`src/hdl/assert_macros.svh`:
```
// ----------------------------------------------------------------------------
// Assertion macros
// Shared concurrent assertion forms, removed when NO_ASSERTIONS is defined.
// ----------------------------------------------------------------------------
`ifndef ASSERT_MACROS_SVH
`define ASSERT_MACROS_SVH

`ifndef NO_ASSERTIONS

`define ASSERT_SYNC(lbl, clk_s, rst_s, prop, msg) \
  lbl: assert property (@(posedge clk_s) disable iff (rst_s) prop) \
    else $error(msg);

`define ASSERT_NEVER(lbl, clk_s, rst_s, expr, msg) \
  lbl: assert property (@(posedge clk_s) disable iff (rst_s) !(expr)) \
    else $error(msg);

`else

`define ASSERT_SYNC(lbl, clk_s, rst_s, prop, msg)

`define ASSERT_NEVER(lbl, clk_s, rst_s, expr, msg)

`endif

`endif

```
`src/hdl/tbr_pkg.sv`:
```
// ----------------------------------------------------------------------------
// Table reader package
// Field widths, default sizes, payload types and control structs.
// ----------------------------------------------------------------------------
`timescale 1ns / 1ps

package tbr_pkg;

  localparam int DEF_NUM_FRAMES  = 16;
  localparam int DEF_NUM_POINTS  = 256;
  localparam int DEF_NUM_WORDS   = 4096;
  localparam int DEF_SLICE_WORDS = 16;

  localparam int FRAME_W = 8;
  localparam int POINT_W = 14;
  localparam int WADDR_W = 12;
  localparam int WORD_W  = 16;
  localparam int PASS_W  = 7;
  localparam int FLAT_W  = 22;
  localparam int IDX_W   = 17;

  localparam int HASH_MULT = 31;

  localparam logic CMD_WRITE  = 1'b0;
  localparam logic CMD_REPORT = 1'b1;

  typedef struct packed {
    logic                     cmd;
    logic [FRAME_W-1:0]       frame_sel;
    logic [POINT_W-1:0]       point_sel;
    logic [WADDR_W-1:0]       wr_addr;
    logic signed [WORD_W-1:0] wr_data;
  } item_t;

  typedef struct packed {
    logic [FRAME_W-1:0]       echo_frame;
    logic [POINT_W-1:0]       echo_point;
    logic signed [WORD_W-1:0] read_value;
    logic [WORD_W-1:0]        latched_sum;
    logic [PASS_W-1:0]        pass_count;
  } result_t;

  typedef struct packed {
    logic load_item;
    logic do_write;
    logic calc_addr;
    logic walk_init;
    logic walk_run;
    logic commit;
  } dp_cmd_t;

  typedef struct packed {
    logic item_report;
    logic walk_done;
  } dp_stat_t;

endpackage

```
`src/hdl/tbr_controller.sv`:
```
// ----------------------------------------------------------------------------
// Table reader controller
// Sequences writes and reports and raises the result strobe.
// ----------------------------------------------------------------------------
`timescale 1ns / 1ps
`include "assert_macros.svh"

module tbr_controller import tbr_pkg::*; (
  input  logic     clk,
  input  logic     rst,
  input  logic     start,
  output logic     busy,
  output logic     done,
  input  dp_stat_t stat,
  output dp_cmd_t  dcmd
);

  typedef enum logic [2:0] {
    S_IDLE,
    S_WRITE,
    S_ADDR,
    S_READ,
    S_WALK,
    S_FINISH
  } state_t;

  state_t state;
  state_t state_next;

  always_comb begin
    state_next = state;
    unique case (state)
      S_IDLE: begin
        if (start) begin
          state_next = (stat.item_report == CMD_REPORT) ? S_ADDR : S_WRITE;
        end
      end
      S_WRITE:  state_next = S_IDLE;
      S_ADDR:   state_next = S_READ;
      S_READ:   state_next = S_WALK;
      S_WALK: begin
        if (stat.walk_done) begin
          state_next = S_FINISH;
        end
      end
      S_FINISH: state_next = S_IDLE;
      default:  state_next = S_IDLE;
    endcase
  end

  always_ff @(posedge clk) begin
    if (rst) begin
      state <= S_IDLE;
      done  <= 1'b0;
    end else begin
      state <= state_next;
      done  <= state == S_FINISH;
    end
  end

  assign busy           = state != S_IDLE;
  assign dcmd.load_item = (state == S_IDLE) && start;
  assign dcmd.do_write  = state == S_WRITE;
  assign dcmd.calc_addr = state == S_ADDR;
  assign dcmd.walk_init = state == S_READ;
  assign dcmd.walk_run  = state == S_WALK;
  assign dcmd.commit    = state == S_FINISH;

  `ASSERT_NEVER(a_done_while_busy, clk, rst, done && busy, "result strobe while busy")
  `ASSERT_SYNC(a_finish_strobes, clk, rst, (state == S_FINISH) |=> done, "finished report gave no strobe")
  `ASSERT_SYNC(a_accept_goes_busy, clk, rst, (start && !busy) |=> busy, "accepted transfer left controller idle")

endmodule

```
`config.mk`:
```
export PLATFORM = sky130hd
export DESIGN_NAME = tbr_controller
export DESIGN_NICKNAME = d
export VERILOG_FILES = /design/src/hdl/tbr_pkg.sv /design/src/hdl/tbr_controller.sv
export VERILOG_INCLUDE_DIRS = /design/src /design/src/hdl
export SDC_FILE = /design/constraint.sdc
export NUM_CORES = 1
export LEC_CHECK = 0
export ABC_AREA = 1
export BUFFER_PORTS_ARGS = -buffer_cell sky130_fd_sc_hd__clkbuf_2
export CAP_MARGIN = 20
export CORE_AREA = 5 5 42 44
export CTS_CLUSTER_SIZE = 10
export DETAILED_ROUTE_END_ITERATION = 6
export DIE_AREA = 0 0 47 49
export SLEW_MARGIN = 20
export SYNTH_ARGS = -nofsm -noshare
export SYNTH_HDL_FRONTEND = slang
export SYNTH_SLANG_ARGS = --single-unit
```
`constraint.sdc`:
```
create_clock -name clk -period 2.7 [get_ports clk]
set_input_delay 0.135 -clock clk [delete_from_list [all_inputs] [get_ports clk]]
set_output_delay 0.135 -clock clk [all_outputs]
set_load 0.01 [all_outputs]
```
==> impl_metrics.json, run 1 <==
{
  "routedWlPerCell_um": 7.86,
  "rr_startpoint": "state[2]",
  "grt_usage": 0.0556,
  "cp.required_ns": 2.57,
  "grt_pass1_wl_um": 848,
  "synth_cells": 35,
  "critPathKind": "reg -> out",
  "hpwl_um": 467,
  "yosysSeqAreaShare": 0.352,
  "endpoint_kind": "output pin",
  "r2r_end": "state[0]",
  "synth_top_area_cell": "dfxtp_1",
  "cap_violations": 0,
  "grt_pass1_vias": 237,
  "maxSlewViolCount": 0,
  "skew_ns": 0.00612,
  "cp.arrival_ns": 1.04,
  "rrSetupSlack_ns": 1.73,
  "status": "finished clean",
  "most-common-layout-cells": "12 x clkbuf_2, 6 x inv_1, 6 x nor2_1",
  "area_growth_pct": 45.1,
  "cp-start-kind": "flip-flop",
  "clock-root-buffer": "clkbuf_4",
  "cts_setup_buffers": 0,
  "cts_made_buffers": 3,
  "setup_viol": 0,
  "wl_um": 519,
  "worst-r2r-cell-count": 5,
  "drt_iter0_drc": 3,
  "drive_gt1_frac": 0.440,
  "synth_top_area_frac": 0.352,
  "syn_nets": 40,
  "start_util": 0.162,
  "worstMarginPinSlew_ns": 0.210,
  "slew_headroom": 0.860,
  "vdd_drop_max_mv": 0.163,
  "io_buffers": 12,
  "crit_path_top_delay_cell": "dfxtp_1",
  "cts_tree": "built",
  "fin_crit_ns": 1.18,
  "fmaxAchievable_ghz": 0.848,
  "p_leak_nw": 0.188,
  "p_total_mw": 0.186,
  "path_clk_slew_ns": 0.04,
  "place_congestion": 0.784,
  "critPathCapture": "dcmd[5]",
  "ioPinCount": 13,
  "dieArea_um2": 2300,
  "rsz0062_at_grt": "false",
  "grt_max_degree": 7,
  "synthTopCellsByArea": "dfxtp_1 35%, inv_1 9.9%, nor2_1 9.9%, nand3_1 8.8%, nand2_1 8.2%",
  "clock_sinks": 4,
  "vias": 249,
  "clockBufferDepth": 2,
  "hp-class": "in -> reg",
  "synth.ff_latch_count": 4,
  "slowest_delay_ns": 0.35,
  "antenna_found_initial": 0,
  "cts-hold-fix-buffers": 0,
  "drc": 0,
  "cts_resized": 0,
  "diodes": 0,
  "final_common_cell": "clkbuf_2",
  "cp_max_fo": 5,
  "htreeDepth": 1,
  "syn_avg_cell_area_um2": 6.51,
  "row_count": 14,
  "die_h_um": 49,
  "grt_overflow": 0,
  "powerDensity_nw_per_um2": 563,
  "startpoint": "state[1]",
  "critical_path.cell_chain": "nor2_4, nand2_1, nor2_1, clkbuf_2",
  "yosysUniqueCellTypes": 12,
  "fp.coreArea_um2": 1400,
  "postRouteAntennaNets": 0,
  "finalSetupTns_ns": 0,
  "via_per_inst": 3.77,
  "synthesis.area_um2": 228,
  "insertion_delay_ns": 0.23,
  "fin_nets": 57,
  "period_share": 0.437,
  "dr.pass1.iters": 4,
  "ys_warn_count": 0,
  "fp.dieW_um": 47,
  "finalHoldViolCount": 0
}
[final cells by class]
cell class	count	area, um2
clock buffer	3	22.5
fill	174	1070
inverter	9	33.8
multi-input combinational	22	114
sequential	4	80.1
tap	16	20.0
timing repair buffer	12	60.1
[critical path, delay by kind of cell, from the launching register on]
kind                   cells  cell delay [ns]
DFF                        1             0.35
buffers and inverters      1             0.13
and+or+nand+nor            3             0.33
[Yosys cell counts]
| cell type | n |
|---|---|
| dfxtp_1 | 4 |
| inv_2 | 3 |
| nor2_2 | 1 |
| inv_1 | 6 |
| nor2_4 | 1 |
| o21ai_0 | 1 |
| nor2_1 | 6 |
| nand2_1 | 5 |
| nand3_1 | 4 |
| nand3_2 | 1 |
| nor3_1 | 2 |
| nor3_2 | 1 |
[power by group]
group / leakage, nW / internal [mW] / total (mW) / switching [mW]
Sequential: 0.0326 / 0.0632 / 0.0688 / 0.00559
Clock: 0.0138 / 0.0495 / 0.0712 / 0.0217
Combinational: 0.142 / 0.0190 / 0.0460 / 0.0270
[stage by stage]
| stage | hold WS, ns | worst slack [ns] | std cells | area [um2] | utilization |
|---|---|---|---|---|---|
| finish | 0.125 | 1.52 | 66 | 330 | 0.236 |
| global route | 0.132 | 1.42 | 66 | 330 | 0.236 |
| CTS | 0.120 | 1.49 | 66 | 330 | 0.236 |
| detailed placement | 0.363 | 1.74 | 63 | 308 | 0.220 |
| global placement | 0.357 | 1.75 | 63 | 308 | 0.220 |
| floorplan | 0.202 | 1.78 | 35 | 228 | - |
[how the worst min path moves through the flow]
stage / end / depth (start not counted) / slack [ns] / start
after global routing: state[0] / 2 / 0.13 / rst
after CTS: state[0] / 2 / 0.12 / rst
after floorplan: state[0] / 1 / 0.20 / rst
after global placement: state[0] / 2 / 0.36 / rst
after detailed placement: state[0] / 2 / 0.36 / rst
final: state[0] / 2 / 0.13 / rst
[layer usage]
metal  global-route usage  wire [um]  vias up
met4               0.0415          0        0
met2               0.0747        239        8
met5                    0          0        -
met1               0.0549        227      104
met3               0.0443         53        0
li1                     -          -      137
[cells by family (layout without fill, tap and decap cells)]
family | Yosys count | after routing | share of synthesized area
compound gates | 1 | 1 | 0.0220
flops | 4 | 4 | 0.352
buf+inv | 9 | 24 | 0.148
simple gates | 21 | 21 | 0.478
[state kept, by name, summed over array words and instances, names as in the netlist]
register	flops
done	1
state	3
Power figures use the tool's default switching activity.
==> run 2, diff against run 1 <==
==> constraint.sdc (replaced) <==
create_clock -name clk -period 1.2 [get_ports clk]
set_input_delay 0.06 -clock clk [delete_from_list [all_inputs] [get_ports clk]]
set_output_delay 0.06 -clock clk [all_outputs]
set_load 0.01 [all_outputs]
==> impl_metrics.json, run 2 (same netlist as run 1, synthesis figures left out) <==
{
  "antenna_found_initial": 0,
  "endpoint_kind": "output pin",
  "setup_viol": 0,
  "clock_sinks": 4,
  "regMostFlops": "state",
  "path_delay_family": "flip-flops",
  "stdcell_count": 66,
  "fp.dieW_um": 47,
  "p_leak_nw": 0.188,
  "ioPinCount": 13,
  "cts_resized": 0,
  "crit_cells": 4,
  "rrSetupSlack_ns": 0.24,
  "finalHoldViolCount": 0,
  "final_common_cell": "clkbuf_2",
  "grt_max_degree": 7,
  "die_h_um": 49,
  "fp.coreArea_um2": 1400,
  "worst-path-buf-inv": 1,
  "grt_pass1_vias": 202,
  "place_area_um2": 308,
  "p_total_mw": 0.418,
  "path_clk_slew_ns": 0.04,
  "place_congestion": 0.746,
  "dieArea_um2": 2300,
  "fmaxAchievable_ghz": 0.903,
  "cp_max_fo": 5,
  "grt_pass1_wl_um": 807,
  "start_util": 0.162,
  "r2r_end": "state[0]",
  "most-common-layout-cells": "12 x clkbuf_2, 6 x inv_1, 6 x nor2_1",
  "cts_setup_buffers": 0,
  "drt_iter0_drc": 2,
  "wl_um": 491,
  "hpwl_um": 455,
  "drc": 0,
  "dp.cells": 63,
  "powerDensity_nw_per_um2": 1260,
  "insertion_delay_ns": 0.23,
  "hp-class": "in -> reg",
  "skew_ns": 0.00183,
  "htreeDepth": 1,
  "hold_depth": 2,
  "vdd_drop_max_mv": 0.362,
  "diodes": 0,
  "drive_gt1_frac": 0.440,
  "cts_made_buffers": 3,
  "vias": 246,
  "rsz0062_at_grt": "false",
  "row_count": 14,
  "area_growth_pct": 45.1,
  "crit_path_top_delay_cell": "dfxtp_1",
  "critPathCapture": "dcmd[5]",
  "status": "finished clean",
  "grt_overflow": 0,
  "startpoint": "state[1]",
  "via_per_inst": 3.73,
  "largest_register_ffs": 3,
  "cp-start-kind": "flip-flop",
  "fin_nets": 57,
  "worstMarginPinSlew_ns": 0.219,
  "clock-root-buffer": "clkbuf_4",
  "fin_crit_ns": 1.11,
  "maxSlewViolCount": 0,
  "worst-r2r-cell-count": 5,
  "rr_startpoint": "state[2]",
  "top_regs": "state x3, done x1",
  "slew_headroom": 0.854,
  "cts-hold-fix-buffers": 0,
  "final_area_um2": 330,
  "period_share": 0.923,
  "cts_tree": "built",
  "clockBufferDepth": 2,
  "postRouteAntennaNets": 0,
  "cp.arrival_ns": 1.05,
  "slowest_delay_ns": 0.35,
  "critical_path.cell_chain": "nor2_4, nand2_1, nor2_1, clkbuf_2",
  "cap_violations": 0,
  "finalSetupTns_ns": 0,
  "critPathKind": "reg -> out",
  "dr.pass1.iters": 3,
  "cp.required_ns": 1.14,
  "grt_usage": 0.0507,
  "routedWlPerCell_um": 7.44,
  "hold_ws_ns": 0.0483,
  "io_buffers": 12
}
-- run 2: cell counts in the layout (fill, tap and decap cells not counted) --
Identical to the previous run, type by type.
-- run 2: worst min path at each step --
stage | startpoint | end
2_1_floorplan | rst | state[0]
3_3_place_gp | rst | state[0]
3_5_place_dp | rst | state[0]
4_1_cts | rst | state[0]
5_1_grt | rst | state[0]
6_report | rst | state[0]
-- run 2: through the flow --
step	util	setup WS [ns]
2_1_floorplan	-	0.317
3_3_place_gp	0.220	0.209
3_5_place_dp	0.220	0.229
4_1_cts	0.236	0.0699
5_1_grt	0.236	0.00645
6_report	0.236	0.0924
-- run 2: report_power, final --
| part | switching [mW] | internal, mW | total [mW] |
|---|---|---|---|
| Sequential | 0.0124 | 0.142 | 0.155 |
| Combinational | 0.0610 | 0.0428 | 0.104 |
| Clock | 0.0478 | 0.111 | 0.159 |
| Total | 0.121 | 0.296 | 0.418 |
-- run 2: layer usage --
metal / part of all wire / vias to the layer above / GRT usage
li1: - / 138 / -
met1: 0.43 / 100 / 0.0639
met2: 0.45 / 8 / 0.0633
met3: 0.12 / 0 / 0.0332
met4: 0 / 0 / 0.0276
met5: 0 / - / 0
-- run 2: final cells by class --
cell class / instances / area, um2
clock buffers: 3 / 22.5
flip-flops and latches: 4 / 80.1
multi-input cells: 22 / 114
repair buffers: 12 / 60.1
well taps: 16 / 20.0
inverters: 9 / 33.8
fillers: 171 / 1070
-- run 2: worst register-to-register path, cell delays in order, from the launching register on --
cell and delay [ns]:
dfxtp_1 0.43, inv_2 0.10, nand3_1 0.12, nand3_1 0.10, nand2_1 0.09, nor2_2 0.03
