==> src/hdl/assert_macros.svh <==
// ----------------------------------------------------------------------------
// Assertion macros
// Shared concurrent assertion forms, removed when NO_ASSERTIONS is defined.
// ----------------------------------------------------------------------------
`ifndef ASSERT_MACROS_SVH
`define ASSERT_MACROS_SVH

`ifndef NO_ASSERTIONS

`define ASSERT_SYNC(lbl, clk_s, rst_s, prop, msg) \
  lbl: assert property (@(posedge clk_s) disable iff (rst_s) prop) \
    else $error(msg);

`define ASSERT_NEVER(lbl, clk_s, rst_s, expr, msg) \
  lbl: assert property (@(posedge clk_s) disable iff (rst_s) !(expr)) \
    else $error(msg);

`else

`define ASSERT_SYNC(lbl, clk_s, rst_s, prop, msg)

`define ASSERT_NEVER(lbl, clk_s, rst_s, expr, msg)

`endif

`endif

==> src/hdl/tbr_pkg.sv <==
// ----------------------------------------------------------------------------
// Table reader package
// Field widths, default sizes, payload types and control structs.
// ----------------------------------------------------------------------------
`timescale 1ns / 1ps

package tbr_pkg;

  localparam int DEF_NUM_FRAMES  = 16;
  localparam int DEF_NUM_POINTS  = 256;
  localparam int DEF_NUM_WORDS   = 4096;
  localparam int DEF_SLICE_WORDS = 16;

  localparam int FRAME_W = 8;
  localparam int POINT_W = 14;
  localparam int WADDR_W = 12;
  localparam int WORD_W  = 16;
  localparam int PASS_W  = 7;
  localparam int FLAT_W  = 22;
  localparam int IDX_W   = 17;

  localparam int HASH_MULT = 31;

  localparam logic CMD_WRITE  = 1'b0;
  localparam logic CMD_REPORT = 1'b1;

  typedef struct packed {
    logic                     cmd;
    logic [FRAME_W-1:0]       frame_sel;
    logic [POINT_W-1:0]       point_sel;
    logic [WADDR_W-1:0]       wr_addr;
    logic signed [WORD_W-1:0] wr_data;
  } item_t;

  typedef struct packed {
    logic [FRAME_W-1:0]       echo_frame;
    logic [POINT_W-1:0]       echo_point;
    logic signed [WORD_W-1:0] read_value;
    logic [WORD_W-1:0]        latched_sum;
    logic [PASS_W-1:0]        pass_count;
  } result_t;

  typedef struct packed {
    logic load_item;
    logic do_write;
    logic calc_addr;
    logic walk_init;
    logic walk_run;
    logic commit;
  } dp_cmd_t;

  typedef struct packed {
    logic item_report;
    logic walk_done;
  } dp_stat_t;

endpackage

==> src/hdl/tbr_datapath.sv <==
// ----------------------------------------------------------------------------
// Table reader datapath
// Item register, address clamp, checksum walk and pass bookkeeping.
// ----------------------------------------------------------------------------
`timescale 1ns / 1ps
`include "assert_macros.svh"

module tbr_datapath import tbr_pkg::*; #(
  parameter int NUM_FRAMES  = DEF_NUM_FRAMES,
  parameter int NUM_POINTS  = DEF_NUM_POINTS,
  parameter int NUM_WORDS   = DEF_NUM_WORDS,
  parameter int SLICE_WORDS = DEF_SLICE_WORDS,
  localparam int PW = (NUM_WORDS > 1) ? $clog2(NUM_WORDS) : 1,
  localparam int SW = (SLICE_WORDS > 1) ? $clog2(SLICE_WORDS) : 1
) (
  input  logic              clk,
  input  logic              rst,
  input  item_t             item,
  input  dp_cmd_t           dcmd,
  output dp_stat_t          stat,
  output logic              ram_we,
  output logic [PW-1:0]     ram_waddr,
  output logic [WORD_W-1:0] ram_wdata,
  output logic [PW-1:0]     ram_raddr,
  input  logic [WORD_W-1:0] ram_rdata,
  output result_t           result
);

  item_t              item_q;
  logic [PW-1:0]      rd_addr;
  logic               rd_ok;
  logic [WORD_W-1:0]  value_q;
  logic               val_pending;
  logic [PW-1:0]      sum_position;
  logic [WORD_W-1:0]  running_sum;
  logic [WORD_W-1:0]  held_sum;
  logic [PASS_W-1:0]  passes_done;
  logic [PW-1:0]      issue_pos;
  logic [SW-1:0]      issue_cnt;
  logic               issue_done;
  logic               acc_vld;
  logic               pass_end;
  logic [WORD_W-1:0]  h_work;
  logic [WORD_W-1:0]  h_next;
  logic               issue_last;
  logic [FRAME_W-1:0] frame_clamp;
  logic [POINT_W-1:0] point_clamp;
  logic [FLAT_W-1:0]  flat;
  logic [IDX_W-1:0]   wr_idx;
  logic               wr_ok;
  result_t            result_q;

  always_comb begin
    if ({1'b0, item_q.frame_sel} >= (FRAME_W + 1)'(NUM_FRAMES)) begin
      frame_clamp = FRAME_W'(NUM_FRAMES - 1);
    end else begin
      frame_clamp = item_q.frame_sel;
    end
    if ({1'b0, item_q.point_sel} >= (POINT_W + 1)'(NUM_POINTS)) begin
      point_clamp = POINT_W'(NUM_POINTS - 1);
    end else begin
      point_clamp = item_q.point_sel;
    end
    flat = FLAT_W'(frame_clamp) * FLAT_W'(NUM_POINTS) + FLAT_W'(point_clamp);
  end

  assign wr_idx    = IDX_W'(item_q.wr_addr);
  assign wr_ok     = wr_idx < IDX_W'(NUM_WORDS);
  assign ram_we    = dcmd.do_write && wr_ok;
  assign ram_waddr = wr_idx[PW-1:0];
  assign ram_wdata = item_q.wr_data;
  assign ram_raddr = dcmd.walk_init ? rd_addr : issue_pos;

  assign h_next     = WORD_W'(32'(h_work) * HASH_MULT) + ram_rdata;
  assign issue_last = (issue_cnt == SW'(SLICE_WORDS - 1)) ||
                      (issue_pos == PW'(NUM_WORDS - 1));

  assign stat.item_report = item.cmd;
  assign stat.walk_done   = issue_done && !acc_vld && !val_pending;

  always_ff @(posedge clk) begin
    if (dcmd.load_item) begin
      item_q <= item;
    end
    if (dcmd.calc_addr) begin
      rd_addr <= flat[PW-1:0];
      rd_ok   <= flat < FLAT_W'(NUM_WORDS);
    end
    if (dcmd.walk_init) begin
      issue_pos <= sum_position;
      issue_cnt <= '0;
      h_work    <= (sum_position == '0) ? '0 : running_sum;
    end
    if (dcmd.walk_run) begin
      if (val_pending) begin
        value_q <= rd_ok ? ram_rdata : '0;
      end
      if (acc_vld) begin
        h_work <= h_next;
      end
      if (!issue_done) begin
        issue_pos <= issue_pos + 1'b1;
        issue_cnt <= issue_cnt + 1'b1;
        pass_end  <= issue_pos == PW'(NUM_WORDS - 1);
      end
    end
    if (dcmd.commit) begin
      result_q.echo_frame  <= item_q.frame_sel;
      result_q.echo_point  <= item_q.point_sel;
      result_q.read_value  <= value_q;
      result_q.latched_sum <= pass_end ? h_work : held_sum;
      result_q.pass_count  <= pass_end ? passes_done + 1'b1 : passes_done;
    end
  end

  always_ff @(posedge clk) begin
    if (rst) begin
      val_pending  <= 1'b0;
      issue_done   <= 1'b1;
      acc_vld      <= 1'b0;
      sum_position <= '0;
      running_sum  <= '0;
      held_sum     <= '0;
      passes_done  <= '0;
    end else begin
      if (dcmd.walk_init) begin
        val_pending <= 1'b1;
        issue_done  <= 1'b0;
        acc_vld     <= 1'b0;
      end
      if (dcmd.walk_run) begin
        val_pending <= 1'b0;
        acc_vld     <= !issue_done;
        if (!issue_done) begin
          issue_done <= issue_last;
        end
      end
      if (dcmd.commit) begin
        running_sum  <= h_work;
        sum_position <= pass_end ? '0 : issue_pos;
        if (pass_end) begin
          held_sum    <= h_work;
          passes_done <= passes_done + 1'b1;
        end
      end
    end
  end

  assign result = result_q;

  `ASSERT_SYNC(a_pass_state_holds, clk, rst, !dcmd.commit |=> $stable(held_sum) && $stable(passes_done), "pass state changed outside a commit")
  `ASSERT_NEVER(a_commit_mid_walk, clk, rst, dcmd.commit && (!issue_done || acc_vld), "commit before the slice walk drained")
  `ASSERT_SYNC(a_acc_from_walk, clk, rst, acc_vld |-> $past(dcmd.walk_run), "accumulate pending without a walk cycle")

endmodule

==> config.mk <==
export PLATFORM = sky130hd
export DESIGN_NAME = tbr_datapath
export DESIGN_NICKNAME = d
export VERILOG_FILES = /design/src/hdl/tbr_pkg.sv /design/src/hdl/tbr_datapath.sv
export VERILOG_INCLUDE_DIRS = /design/src /design/src/hdl
export SDC_FILE = /design/constraint.sdc
export NUM_CORES = 1
export LEC_CHECK = 0
export BUFFER_PORTS_ARGS = -buffer_cell sky130_fd_sc_hd__buf_4
export CAP_MARGIN = 20
export CORE_MARGIN = 1
export CORE_UTILIZATION = 57
export DETAILED_ROUTE_END_ITERATION = 10
export PLACE_DENSITY = 0.78
export REMOVE_ABC_BUFFERS = 1
export SLEW_MARGIN = 20
export SYNTH_ARGS = -nofsm -noshare
export SYNTH_HDL_FRONTEND = slang
export SYNTH_SLANG_ARGS = --single-unit
==> constraint.sdc <==
create_clock -name clk -period 4.3 [get_ports clk]
set_input_delay 0.645 -clock clk [delete_from_list [all_inputs] [get_ports clk]]
set_output_delay 0.645 -clock clk [all_outputs]
set_load 0.02 [all_outputs]
==> summary.md, run 1 <==
| Metric | Value |
|---|---|
| Status | finished with violations |
| Violated checks | design-rule violations |
| Worst hold path class | input port to flip-flop |
| Final setup fails | 0 |
| Hold WS | 293 ps |
| Hold Path Stages | 1 |
| Vias per cell | 5.32 |
| Synthesized instance count | 868 |
| CTS tree | built |
| Total wire length | 20.7 mm |
| Core area | 18200 sq um |
| Netlist cell types | 57 |
| Slew @ Worst Pin | 946 ps |
| DR WL/cell | 16.3 um |
| Total power | 6040 uW |
| Pre-CTS WS | 214 ps |
| GR Overflow Total | 0 |
| Drt initial violations | 372 |
| RSZ-0062 raised after global routing | no |
| Post-layout min period | 4030 ps |
| Int Pwr | 4260 uW |
| Synth warn | 0 |
| Die X | 139 um |
| Initial core utilization | 58.8% |
| Clk_lat worst skew | 530 ps |
| Slew margin rel. | 36.9% |
| Routed vias | 6767 |
| Share of the synthesized area in the top cell type | 39.5% |
| Dpl hpwl | 14.2 mm |
| Slew Limit Fails | 0 |
| Worst Path Required | 4730 ps |
| GPL Wtd Cong | 0.848 |
| Tcrit/Tclk final | 93.7% |
| Largest net degree at the start of global routing | 55 |
| Largest cells by area after synthesis | edfxtp_1 40%, dfxtp_1 16%, fa_1 9.3% |
| Ys flop type | edfxtp_1 |
| Worst reg2reg endpoint | h_work[14] |
| Top Ports | 179 |
| Post-synth ARST share | 0% |
| Combinational Power Share | 24.9% |
| Global-route wire length before repair | 34.4 mm |
| Port Buffers | 174 |
| Cell taking the most area after synthesis | edfxtp_1 |
| Antenna diodes | 0 |
| Synthesized area | 10700 sq um |
| Fmax achieved | 248 MHz |
| Pre-antenna DRT Iters | 7 |
| Seq cells post-synth | 227 |
| Post-synth EDFFs | 141 |
| Worst-path clk slew | 60 ps |
| Root buffer cell | clkbuf_16 |
| Share of cells above drive strength 1 | 25.7% |
| Clk buf depth | 3 |
| Reg power frac | 41.9% |
| R2R Setup Slk | 270 ps |
| Pwr/cell area | 471 nW/um^2 |
| Layout Nets | 1179 |
| Die Area | 19300 sq um |
| Vias in the first global route | 6983 |
| Part of the Yosys area used for sequential elements | 55.6% |
| Gr usage total | 22.3% |
| Post-CTS Setup Repair Bufs | 0 |
| Clock skew | 14.0 ps |
| Initial antenna violation count | 0 |
| Max Cap Violations | 0 |
| Clock sink count | 227 |
| Worst r2r src | h_work[1] |
| Peak VDD IR | 0.428 mV |
| Setup WS post-layout | 271 ps |
| Syn avg cell area | 12.3 sq um |
| Worst setup EP type | flip-flop |
| Setup_tns | 0 ps |
| Crit path DAT | 4460 ps |
| Sw Ratio | 29.5% |
| CP Class | flip-flop to flip-flop |
| Sw Pwr | 1780 uW |
| TritonCTS Buffers | 24 |
| Die extent in y | 139 um |
| Post-detailed-route count of antenna-violating nets | 0 |
| Min-delay src | item[49] |
| H-tree lvl count | 1 |
| Crit path max fanout | 7 |
| Clock Power Share | 33.2% |
| CP startpoint kind | flip-flop |
| Leakage | 0.00544 uW |
| DRC Markers | 7 |
| Rows | 49 |
| Resized cells post-CTS | 0 |
| Fin. Hold Viols | 0 |
| Layout overhead on the synthesized area | 19.8% |
| Hold worst-path end | item_q[49] |
| Reg2Reg Depth | 14 |
| Hold Buf Count CTS | 0 |
==> synthesized netlist by cell type (12+ instances only) <==
library cell / instances
a21oi_1: 43
nor2_1: 75
xor2_1: 14
dfxtp_1: 86
xnor2_1: 18
nand2b_1: 20
inv_1: 97
clkbuf_1: 23
and2_1: 18
ha_1: 29
mux2_2: 28
mux2i_1: 34
buf_4: 30
nand3b_1: 12
a221oi_1: 16
edfxtp_1: 141
fa_1: 50
nand2_1: 28
==> cell families after synthesis <==
kind of cell | after synthesis | synth area share, %
xor+xnor | 32 | 2.62
fa+ha+maj | 79 | 12.7
mux | 62 | 6.12
compound gates | 109 | 6.75
flops | 227 | 55.6
simple gates | 198 | 9.41
other cells | 2 | 0.0701
buf+inv | 159 | 6.68
==> power groups by stage <==
stage	combinational, uW	sequential, uW	clock, uW
3_5_place_dp	1490	2580	0
6_report	1500	2530	2010
3_3_place_gp	1460	2570	0
4_1_cts	1520	2530	2060
2_1_floorplan	980	2630	0
5_1_grt	1700	2550	2120
==> metal layers <==
metal	track usage, %	up-vias	routed length, um	share of wire (%)
met5	0	-	0	0
met3	6.35	46	1710	8.2
met4	7.43	0	549	2.6
met2	38.7	237	10000	48
met1	26.8	3223	8450	41
li1	-	3261	-	-
==> flip-flops by register name, indices dropped and copies added (netlist names), 4 cells and up <==
name          count
h_work           16
held_sum         16
issue_cnt         4
issue_pos        12
item_q           22
passes_done       7
ram_waddr        12
ram_wdata        16
rd_addr          12
result           61
running_sum      16
sum_position     12
value_q          16
==> critical path, cell delays in order (launching register included) <==
cell and delay, ps:
dfxtp_1 470, inv_1 150, fa_1 560, inv_1 60, fa_1 530, inv_1 60, fa_1 540, inv_1 40
ha_1 340, o21ai_0 260, o211ai_2 130, a311oi_2 310, a22oi_2 90, and4_4 210, nor4_2 190
==> cells in the final DEF (no fill, tap or decap), types with 11 or more instances in the layout <==
cell         n
nand3_1     11
nor2_1      75
mux2_2      28
fa_1        50
xnor2_1     18
dfxtp_1     86
inv_1       97
buf_4      185
nand3b_1    12
nand2b_1    20
mux2i_1     34
a221oi_1    16
clkbuf_16   24
a21oi_1     43
and2_1      18
ha_1        29
edfxtp_1   141
nand2_1     28
o21ai_0     11
xor2_1      14
==> worst max-delay path by stage <==
stage / from / endpoint / slack [ps]
after floorplan: ram_rdata[3] / h_work[14] / 480
after global placement: ram_rdata[3] / h_work[14] / 260
after detailed placement: ram_rdata[3] / h_work[14] / 210
after CTS: h_work[1] / h_work[14] / 250
after global routing: h_work[1] / h_work[14] / 30
final: h_work[1] / h_work[14] / 270
==> layout make-up <==
cell class              instances  area (sq um)
flip-flops and latches        227          5960
fillers                      1270          5380
multi-input cells             489          4060
repair buffers                185          1390
clock buffers                  31           637
inverters                      98           368
well taps                     229           287
clock inverters                13           130
==> stage by stage <==
step           utilization, %  cells  cell area (sq um)
2_1_floorplan               -    814              10400
3_3_place_gp             66.2   1228              12100
3_5_place_dp             66.2   1228              12100
4_1_cts                  70.5   1272              12800
5_1_grt                  70.5   1272              12800
6_report                 70.5   1272              12800
No activity file was read; power rests on OpenSTA's default activity.
==> inputs of run 2 (changes only) <==
--- a/config.mk
+++ b/config.mk
@@ -8,10 +8,12 @@
 export LEC_CHECK = 0
 export BUFFER_PORTS_ARGS = -buffer_cell sky130_fd_sc_hd__buf_4
 export CAP_MARGIN = 20
+export CELL_PAD_IN_SITES_DETAIL_PLACEMENT = 0
+export CELL_PAD_IN_SITES_GLOBAL_PLACEMENT = 2
 export CORE_MARGIN = 1
-export CORE_UTILIZATION = 57
+export CORE_UTILIZATION = 41
 export DETAILED_ROUTE_END_ITERATION = 10
-export PLACE_DENSITY = 0.78
+export PLACE_DENSITY = 0.83
 export REMOVE_ABC_BUFFERS = 1
 export SLEW_MARGIN = 20
 export SYNTH_ARGS = -nofsm -noshare
==> constraint.sdc (replaced) <==
create_clock -name clk -period 5 [get_ports clk]
set_input_delay 0.75 -clock clk [delete_from_list [all_inputs] [get_ports clk]]
set_output_delay 0.75 -clock clk [all_outputs]
set_load 0.02 [all_outputs]
==> run 2 against run 1 <==
The run now ends clean. Combinational power shrank 15%. Maximum frequency shrank 0.60%. Clock power shrank 6%. Sequential power shrank 13%. Critical endpoint unchanged. Clock-buffer cell count shrank 2. Global-route usage shrank 5.1 points. Sequential share of layout area shrank 0.58 points. Largest power group unchanged.
==> summary.md, run 2 (synthesized netlist as in run 1, its figures left out) <==
| Metric | Value |
|---|---|
| Status | complete, no violations (was finished with violations) |
| Crit path buffers/inverters | 4 (unchanged) |
| Largest net degree at the start of global routing | 75 (was 55) |
| Initial antenna violation count | 1 (was 0) |
| Max Cap Violations | 0 (unchanged) |
| Die extent in y | 164 um (was 139 um) |
| Slew margin rel. | 28.6% (was 36.9%) |
| Post-CTS Setup Repair Bufs | 0 (unchanged) |
| Die X | 164 um (was 139 um) |
| Hold WS | 381 ps (was 293 ps) |
| Global-route wire length before repair | 36.0 mm (was 34.4 mm) |
| Antenna diodes | 0 (unchanged) |
| GPL Wtd Cong | 0.777 (was 0.848) |
| Setup_tns | 0 ps (unchanged) |
| H-tree lvl count | 1 (unchanged) |
| Core area | 25400 sq um (was 18200 sq um) |
| Resized cells post-CTS | 0 (unchanged) |
| Layout overhead on the synthesized area | 21.3% (was 19.8%) |
| CTS tree | built (unchanged) |
| CP peak stage delay | 550 ps (was 560 ps) |
| Peak VDD IR | 0.277 mV (was 0.428 mV) |
| Cell Area, Placed | 12100 sq um (about the same) |
| Drt initial violations | 325 (was 372) |
| RSZ-0062 raised after global routing | no (unchanged) |
| Routed vias | 6639 (was 6767) |
| Slew @ Worst Pin | 1070 ps (was 946 ps) |
| TritonCTS Buffers | 26 (was 24) |
| Initial core utilization | 42.2% (was 58.8%) |
| Die Area | 26800 sq um (was 19300 sq um) |
| DRC Markers | 0 (was 7) |
| Post-detailed-route count of antenna-violating nets | 0 (unchanged) |
| Tcrit/Tclk final | 81.1% (was 93.7%) |
| CP Class | flip-flop to flip-flop (unchanged) |
| Clk_lat worst skew | 540 ps (was 530 ps) |
| Clock sink count | 227 (unchanged) |
| Worst Path Required | 5440 ps (was 4730 ps) |
| Final setup fails | 0 (unchanged) |
| Most common cell after layout, fill and taps aside | buf_4 (unchanged) |
| Vias in the first global route | 6885 (was 6983) |
| Leakage | 0.00544 uW (about the same) |
| Largest register FFs | 61 (unchanged) |
| Most numerous cell on the critical path | inv_1 (unchanged) |
| Crit path DAT | 4490 ps (was 4460 ps) |
| Worst setup EP type | flip-flop (unchanged) |
| Dpl hpwl | 15.1 mm (was 14.2 mm) |
| Slew Limit Fails | 0 (unchanged) |
| DR WL/cell | 16.1 um (was 16.3 um) |
| Crit path max fanout | 7 (unchanged) |
| Fmax achieved | 247 MHz (was 248 MHz) |
| Pwr/cell area | 412 nW/um^2 (was 471 nW/um^2) |
| Pre-antenna DRT Iters | 4 (was 7) |
| CP startpoint kind | flip-flop (unchanged) |
| Clock skew | 25.6 ps (was 14.0 ps) |
| CP max stage cell | fa_1 (unchanged) |
| Total wire length | 22.1 mm (was 20.7 mm) |
| Fin. Hold Viols | 0 (unchanged) |
| Clk buf depth | 3 (unchanged) |
| Post-route cell area | 13000 sq um (was 12800 sq um) |
| Cell family with most CP delay | adder cells (unchanged) |
| GR Overflow Total | 0 (unchanged) |
| Hold Buf Count CTS | 0 (unchanged) |
| Layout Nets | 1174 (was 1179) |
| Top Ports | 179 (unchanged) |
| Gr usage total | 17.2% (was 22.3%) |
| Fillcell total | 2268 (was 1270) |
| Post-layout min period | 4050 ps (was 4030 ps) |
| Root buffer cell | clkbuf_16 (unchanged) |
| Commonest cells after routing, fill and taps aside | 178 x buf_4, 141 x edfxtp_1, 97 x inv_1, 86 x dfxtp_1, 75 x nor2_1 (was 185 x buf_4, 141 x edfxtp_1, 97 x inv_1, 86 x dfxtp_1, 75 x nor2_1) |
| Share of cells above drive strength 1 | 25.6% (was 25.7%) |
| Worst-path clk slew | 60 ps (about the same) |
| Port Buffers | 174 (unchanged) |
| Vias per cell | 4.85 (was 5.32) |
| Worst hold path class | input port to flip-flop (unchanged) |
| Rows | 58 (was 49) |
| Worst path cell trace | inv_1 -> fa_1 -> inv_1 -> fa_1 -> inv_1 -> fa_1 -> inv_1 -> ha_1 -> o21ai_0 -> o211ai_2 -> a311oi_2 -> a22oi_2 -> and4_4 -> nor4_2 (unchanged) |
-- run 2: cell count changes in the layout (fill, tap and decap cells not counted), moves of 2 or more --
cell	previous run	this run
clkinv_1	3	6
clkbuf_16	24	26
clkbuf_1	6	2
buf_4	185	178
clkinv_2	5	7
clkinvlp_4	1	3
-- run 2: per-stage QoR --
stage               std cells  utilization, %  setup WS [ps]  total power, uW
detailed placement       1322            47.8            795             3510
global placement         1322            47.8            821             3500
CTS                      1370            51.1            915             5420
floorplan                 814               -           1080             3100
global route             1370            51.1            606             5680
finish                   1370            51.1            947             5350
-- run 2: worst register-to-register path, stage by stage, from the launching register on --
cell,delay [ps]
dfxtp_1,510
inv_1,150
fa_1,550
inv_1,50
fa_1,520
inv_1,50
fa_1,530
inv_1,40
ha_1,330
o21ai_0,260
o211ai_2,140
a311oi_2,330
a22oi_2,90
and4_4,210
nor4_2,180
-- run 2: area by class of cell --
type	instances	area (sq um)	share of cell area (%)
repair buffers	178	1340	10.3
clock buffers	29	672	5.17
well taps	330	413	3.18
inverters	98	368	2.83
flip-flops and latches	227	5960	45.8
multi-input cells	489	4060	31.3
clock inverters	19	183	1.41
-- run 2: per-layer routing --
metal	wire length [um]	up-vias	track usage (%)
li1	-	3259	-
met1	9460	3161	21.3
met2	10100	193	28.3
met3	2050	26	6.48
met4	416	0	4.04
met5	0	-	0
-- run 2: worst paths after layout --
| check | start | end | slack [ps] | cells after the start |
|---|---|---|---|---|
| min reg2reg | value_q[5] | result[28] | 420 | 0 |
| min | item[27] | ram_waddr[11] | 380 | 1 |
| max reg2reg | h_work[1] | h_work[14] | 950 | 14 |
| max | h_work[1] | h_work[14] | 950 | 14 |
-- run 2: where the power goes --
part / internal [uW] / switching, uW
Clock: 1120 / 771
Sequential: 2110 / 85.1
Combinational: 541 / 729
Total: 3770 / 1590
